[src/hdl/vat_pkg.sv]
`timescale 1ns / 1ps
package vat_pkg;

    // transform kinds held in the mode register
    localparam logic [1:0] MODE_TRANSLATE = 2'd0;
    localparam logic [1:0] MODE_ROTATE    = 2'd1;
    localparam logic [1:0] MODE_SCALE     = 2'd2;
    localparam logic [1:0] MODE_PASS      = 2'd3;

    // configuration register indexes
    localparam logic [2:0] REG_MODE  = 3'd0;
    localparam logic [2:0] REG_VEC_X = 3'd1;
    localparam logic [2:0] REG_VEC_Y = 3'd2;
    localparam logic [2:0] REG_VEC_Z = 3'd3;
    localparam logic [2:0] REG_ANGLE = 3'd4;

    localparam int TABLE_LEN = 24;
    localparam logic signed [33:0] Q30_PI      = 34'sd3373259426;
    localparam logic signed [33:0] Q30_HALF_PI = 34'sd1686629713;
    localparam logic signed [33:0] Q30_GAIN    = 34'sd652032875;

    // one vertex word as it moves through the queue
    typedef struct packed {
        logic signed [31:0] x;
        logic signed [31:0] y;
        logic signed [31:0] z;
        logic               last;
    } t_vertex;

    // rotation matrix rows 0..2, columns 0..2
    typedef logic signed [31:0] t_mat3 [3][3];

    function automatic logic signed [33:0] arctan_q30(input logic [4:0] i);
        logic signed [33:0] v;
        unique case (i)
            5'd0:  v = 34'sd843314857;
            5'd1:  v = 34'sd497837829;
            5'd2:  v = 34'sd263043837;
            5'd3:  v = 34'sd133525159;
            5'd4:  v = 34'sd67021687;
            5'd5:  v = 34'sd33543516;
            5'd6:  v = 34'sd16775851;
            5'd7:  v = 34'sd8388437;
            5'd8:  v = 34'sd4194283;
            5'd9:  v = 34'sd2097149;
            5'd10: v = 34'sd1048576;
            5'd11: v = 34'sd524288;
            5'd12: v = 34'sd262144;
            5'd13: v = 34'sd131072;
            5'd14: v = 34'sd65536;
            5'd15: v = 34'sd32768;
            5'd16: v = 34'sd16384;
            5'd17: v = 34'sd8192;
            5'd18: v = 34'sd4096;
            5'd19: v = 34'sd2048;
            5'd20: v = 34'sd1024;
            5'd21: v = 34'sd512;
            5'd22: v = 34'sd256;
            5'd23: v = 34'sd128;
            default: v = 34'sd0;
        endcase
        return v;
    endfunction

    // saturate a 66-bit value to 32 bits signed
    function automatic logic signed [31:0] sat32(input logic signed [65:0] v);
        logic signed [31:0] r;
        if (v > 66'sd2147483647)       r = 32'sh7fffffff;
        else if (v < -66'sd2147483648) r = 32'sh80000000;
        else                           r = v[31:0];
        return r;
    endfunction

endpackage

[src/hdl/vat_fifo.sv]
`timescale 1ns / 1ps
// Short queue between the front and the back.
module vat_fifo
    import vat_pkg::*;
(
    input  logic    i_clk,
    input  logic    i_rst_n,
    input  logic    i_wr,
    input  t_vertex i_data,
    output logic    o_full,
    input  logic    i_rd,
    output logic    o_empty,
    output t_vertex o_data
);
    t_vertex    r_mem [4];
    logic [2:0] r_wp, r_rp;

    assign o_full  = (r_wp[1:0] == r_rp[1:0]) && (r_wp[2] != r_rp[2]);
    assign o_empty = (r_wp == r_rp);
    assign o_data  = r_mem[r_rp[1:0]];

    // advance pointers on each word moved
    always_ff @(posedge i_clk) begin
        if (!i_rst_n) begin
            r_wp <= '0;
            r_rp <= '0;
        end else begin
            if (i_wr) r_wp <= r_wp + 3'd1;
            if (i_rd) r_rp <= r_rp + 3'd1;
        end
        if (i_wr) r_mem[r_wp[1:0]] <= i_data;
    end
endmodule

[config.mk]
export PLATFORM = sky130hd
export DESIGN_NAME = vat_fifo
export DESIGN_NICKNAME = d
export VERILOG_FILES = /design/src/hdl/vat_pkg.sv /design/src/hdl/vat_fifo.sv
export SDC_FILE = /design/constraint.sdc
export NUM_CORES = 1
export LEC_CHECK = 0
export ABC_AREA = 1
export BUFFER_PORTS_ARGS = -buffer_cell sky130_fd_sc_hd__buf_2
export CORE_MARGIN = 2
export CORE_UTILIZATION = 51
export DETAILED_ROUTE_END_ITERATION = 10
export GPL_TIMING_DRIVEN = 0
export PLACE_DENSITY = 0.79
export SETUP_SLACK_MARGIN = 0.05
export SLEW_MARGIN = 10
export SYNTH_ARGS = -nofsm -noshare
export SYNTH_HDL_FRONTEND = slang
export SYNTH_SLANG_ARGS = --single-unit
[constraint.sdc]
create_clock -name i_clk -period 7.93 [get_ports i_clk]
set_input_delay 0 -clock i_clk [delete_from_list [all_inputs] [get_ports i_clk]]
set_output_delay 0 -clock i_clk [all_outputs]
set_load 0.05 [all_outputs]
==> run summary <==
The logs give 2086 for the number of cells in the design after placement and 0.357 for the portion of total power attributed to the clock network. The clock passes through at most 3 buffers. The number of nets in the synthesized netlist is 1587.

Setup repair after global routing left no endpoint under its margin. Leaving out fill and tap cells, the most frequent cell in the layout is sky130_fd_sc_hd__nand2_1. Portion of total power attributed to sequential cells: 0.484. The internal reg-to-reg setup slack came out at 6.01 ns. In this run the count of I/O pins placed on the die edge is 200.

The top fanout value on the critical path is 10. The summed negative setup slack over all endpoints came out at 0 ns. The finished layout holds 2262 standard cells, fillers aside. The endpoint of the worst register-to-register path was r_mem[2][58]$_DFFE_PP_. The logs give 0 for the max capacitance violation total and 0 for the final hold violation count.

The starting density of the core was 0.519; the number of enable flip-flop cells after synthesis was 388. Summed over all nets, the switching power comes to 0.00136 W. The power density over cell area came out at 245 nW/um2. The clock-pin slew on the worst setup and hold paths came out at 0.06 ns.

The logs give 37.0 mm for the total wire length and 430 MHz for the upper clock frequency limit. Yosys mapped the design onto 20 distinct sky130hd cell types. The peak supply drop was 0.000177 V.

The final-report max-slew violation count was 0. The die covers 33700 um2. The source of the worst register-to-register timing path was r_wp[0]$_SDFFE_PN0P_.

The aggregate global-route resource usage is 0.218, and the post-synthesis cell count is 1481. The height of the die came out at 183 um. The run gives 0 as the number of setup violations in the final report. Fraction of the cycle the final worst path needs: 0.293.

The width of the die was 183 um; the number of hold buffers added after cts was 101. The most used flip-flop cell after synthesis is sky130_fd_sc_hd__edfxtp_1. For the number of core rows, the log shows 65.

The tools report the post-CTS setup repair buffer count as 0. The logs give 0.220 ns for the worst hold slack after final layout and 7.93 ns for the worst endpoint required time. The share of total power consumed by net switching is 0.272.

At the pin with the least slew margin, the transition time is 0.600 ns. The netlist area before placement is 16400 um2, and the number of global-route vias before repair is 11300. Signed area change from the synthesized netlist to the final layout: 23.7%. Averaged over all synthesized cells, the footprint is 11.1 um2.

TritonCTS built the clock tree. The number of sinks on the clock net was 396; the cell-internal power was 0.00362 W. The wire length per cell was 16.4 um. The tools report the pin count of the biggest net entering global routing as 55. The number of antenna violations at the first check in global routing was 0. STA classifies the critical path endpoint as a primary output. The end of the critical path is o_data[94]. The global-route wire length before repair came out at 56.3 mm. Data on the critical path arrives at its endpoint at 2.32 ns. The number of cells upsized or downsized after cts was 0. The tools report the core outline area as 31600 um2.

The root buffer cell chosen for the clock tree is sky130_fd_sc_hd__clkbuf_16. The detailed-route DRC error count was 0; the antenna violation net count after detailed routing was 0. The number of input and output port buffers inserted was 199; the aggregate global routing overflow was 0. For the clock tree skew after final layout, the log shows 0.0105 ns. Routability-driven placement finished with a final weighted congestion of 0.789. The post-synthesis sequential area ratio was 0.719; the net total in the final layout was 1934.

Synthesis inferred 396 register bits. The Yosys step of the flow raised 0 warnings. The top cell types in the final layout, fill and taps aside, are sky130_fd_sc_hd__nand2_1, sky130_fd_sc_hd__edfxtp_1, sky130_fd_sc_hd__buf_2. The total number of H-tree levels is 2. Combinational cell fraction of total power: 0.159.

Dividing the detail-routed via count by the number of cells gives 4.93. The first routing iteration left 696 violations. In this run the static leakage power is 8.64 nW. Startpoint type of the worst setup path: a flop.

The run finished with clean final reports. The async set or reset register ratio after synthesis is 0, and the final total power is 0.00498 W. The final critical-path required period was 2.32 ns; the worst relative slew slack was 0.600. The overall via count from detail_route was 11100; the share of post-route cells with drive strength above 1 was 0.205. Counting the fill cells in the layout gives 2238.

The critical path is of the reg2out type. Detailed-routing iteration count for the pre-antenna-repair pass: 5. The sum of net half-perimeters after detailed placement came out at 21.9 mm.

The clock reaches the later pin of the worst-skew pair after 0.52 ns. Type of the worst min-delay path: in2reg. Total clock buffers created by CTS: 41. Counting cells, the worst reg-to-reg path comes to 5.
-- layer usage --
| layer | track usage | up-vias | share of wire | wire [um] |
|---|---|---|---|---|
| li1 | - | 5435 | - | - |
| met2 | 0.388 | 389 | 0.50 | 18600 |
| met1 | 0.263 | 5249 | 0.40 | 14900 |
| met5 | 0 | - | 0 | 0 |
| met4 | 0.0864 | 0 | 0.029 | 1080 |
| met3 | 0.0418 | 74 | 0.067 | 2460 |
-- critical path: stages (launching register included) --
cell and delay (ns):
sky130_fd_sc_hd__dfxtp_1 0.30, sky130_fd_sc_hd__clkinv_1 0.11, sky130_fd_sc_hd__buf_2 0.33, sky130_fd_sc_hd__buf_1 0.50, sky130_fd_sc_hd__nand3_1 0.15, sky130_fd_sc_hd__nand2_1 0.13, sky130_fd_sc_hd__buf_2 0.27
-- cells by family (layout without fill, tap and decap cells) --
kind of cell | count (synthesis) | after routing | share of synthesized area
buf+inv | 269 | 646 | 0.0685
flops | 396 | 396 | 0.719
compound gates | 6 | 6 | 0.00183
fa+ha+maj | 5 | 5 | 0.00381
simple gates | 803 | 803 | 0.206
other cells | 0 | 2 | 0
xor+xnor | 2 | 2 | 0.00107
-- power groups by stage --
| stage | logic, W | clock network (W) | registers (W) |
|---|---|---|---|
| finish | 0.000792 | 0.00178 | 0.00241 |
| detailed placement | 0.000751 | 0 | 0.00245 |
| global placement | 0.000728 | 0 | 0.00246 |
| global route | 0.000846 | 0.00188 | 0.00241 |
| CTS | 0.000794 | 0.00180 | 0.00241 |
| floorplan | 0.000519 | 0 | 0.00246 |
-- area by class of cell --
cell class / count / area [um2] / area share
clock buffers: 53 / 1100 / 0.0542
well taps: 402 / 503 / 0.0248
plain buffers: 64 / 357 / 0.0176
diodes: 2 / 5.00 / 0.000246
repair buffers: 304 / 2120 / 0.104
inverters: 205 / 790 / 0.0389
clock inverters: 20 / 143 / 0.00702
multi-input cells: 816 / 3490 / 0.172
flip-flops and latches: 396 / 11800 / 0.581
-- metrics by stage --
step	cell area [um2]	utilization	setup WS [ns]
3_3_place_gp	17900	0.567	3.46
6_report	20300	0.642	5.61
4_1_cts	20300	0.642	5.58
2_1_floorplan	16400	-	4.99
3_5_place_dp	18100	0.571	6.00
5_1_grt	20300	0.642	5.46
-- sequential cells by signal (all words and copies together), names as in the netlist, named ones only --
signal and count:
r_mem 388, r_rp 3, r_wp 3
-- Yosys cell counts, types with 5 or more instances --
master | count | area, um2
sky130_fd_sc_hd__buf_4 | 10 | 75.1
sky130_fd_sc_hd__dfxtp_1 | 8 | 160
sky130_fd_sc_hd__or2_2 | 79 | 494
sky130_fd_sc_hd__nor2_1 | 202 | 758
sky130_fd_sc_hd__clkbuf_1 | 17 | 63.8
sky130_fd_sc_hd__or2_1 | 18 | 113
sky130_fd_sc_hd__nand2_1 | 406 | 1520
sky130_fd_sc_hd__buf_2 | 20 | 100
sky130_fd_sc_hd__nand3_1 | 98 | 490
sky130_fd_sc_hd__buf_1 | 9 | 33.8
sky130_fd_sc_hd__buf_6 | 7 | 78.8
sky130_fd_sc_hd__edfxtp_1 | 388 | 11700
sky130_fd_sc_hd__inv_1 | 204 | 766
sky130_fd_sc_hd__ha_1 | 5 | 62.6
-- worst min path at each step --
stage                          start  slack (ns)                     end  cells past startpoint
after floorplan            i_data[0]         0.1   r_mem[0][0]$_DFFE_PP_                      0
after global placement    i_data[79]        0.21  r_mem[1][79]$_DFFE_PP_                      1
after detailed placement  i_data[27]        0.21  r_mem[3][27]$_DFFE_PP_                      1
after CTS                 i_data[20]        0.20  r_mem[1][20]$_DFFE_PP_                      2
after global routing      i_data[20]        0.21  r_mem[0][20]$_DFFE_PP_                      2
final                     i_data[87]        0.22  r_mem[3][87]$_DFFE_PP_                      2
(Power assumes the default switching activity.)
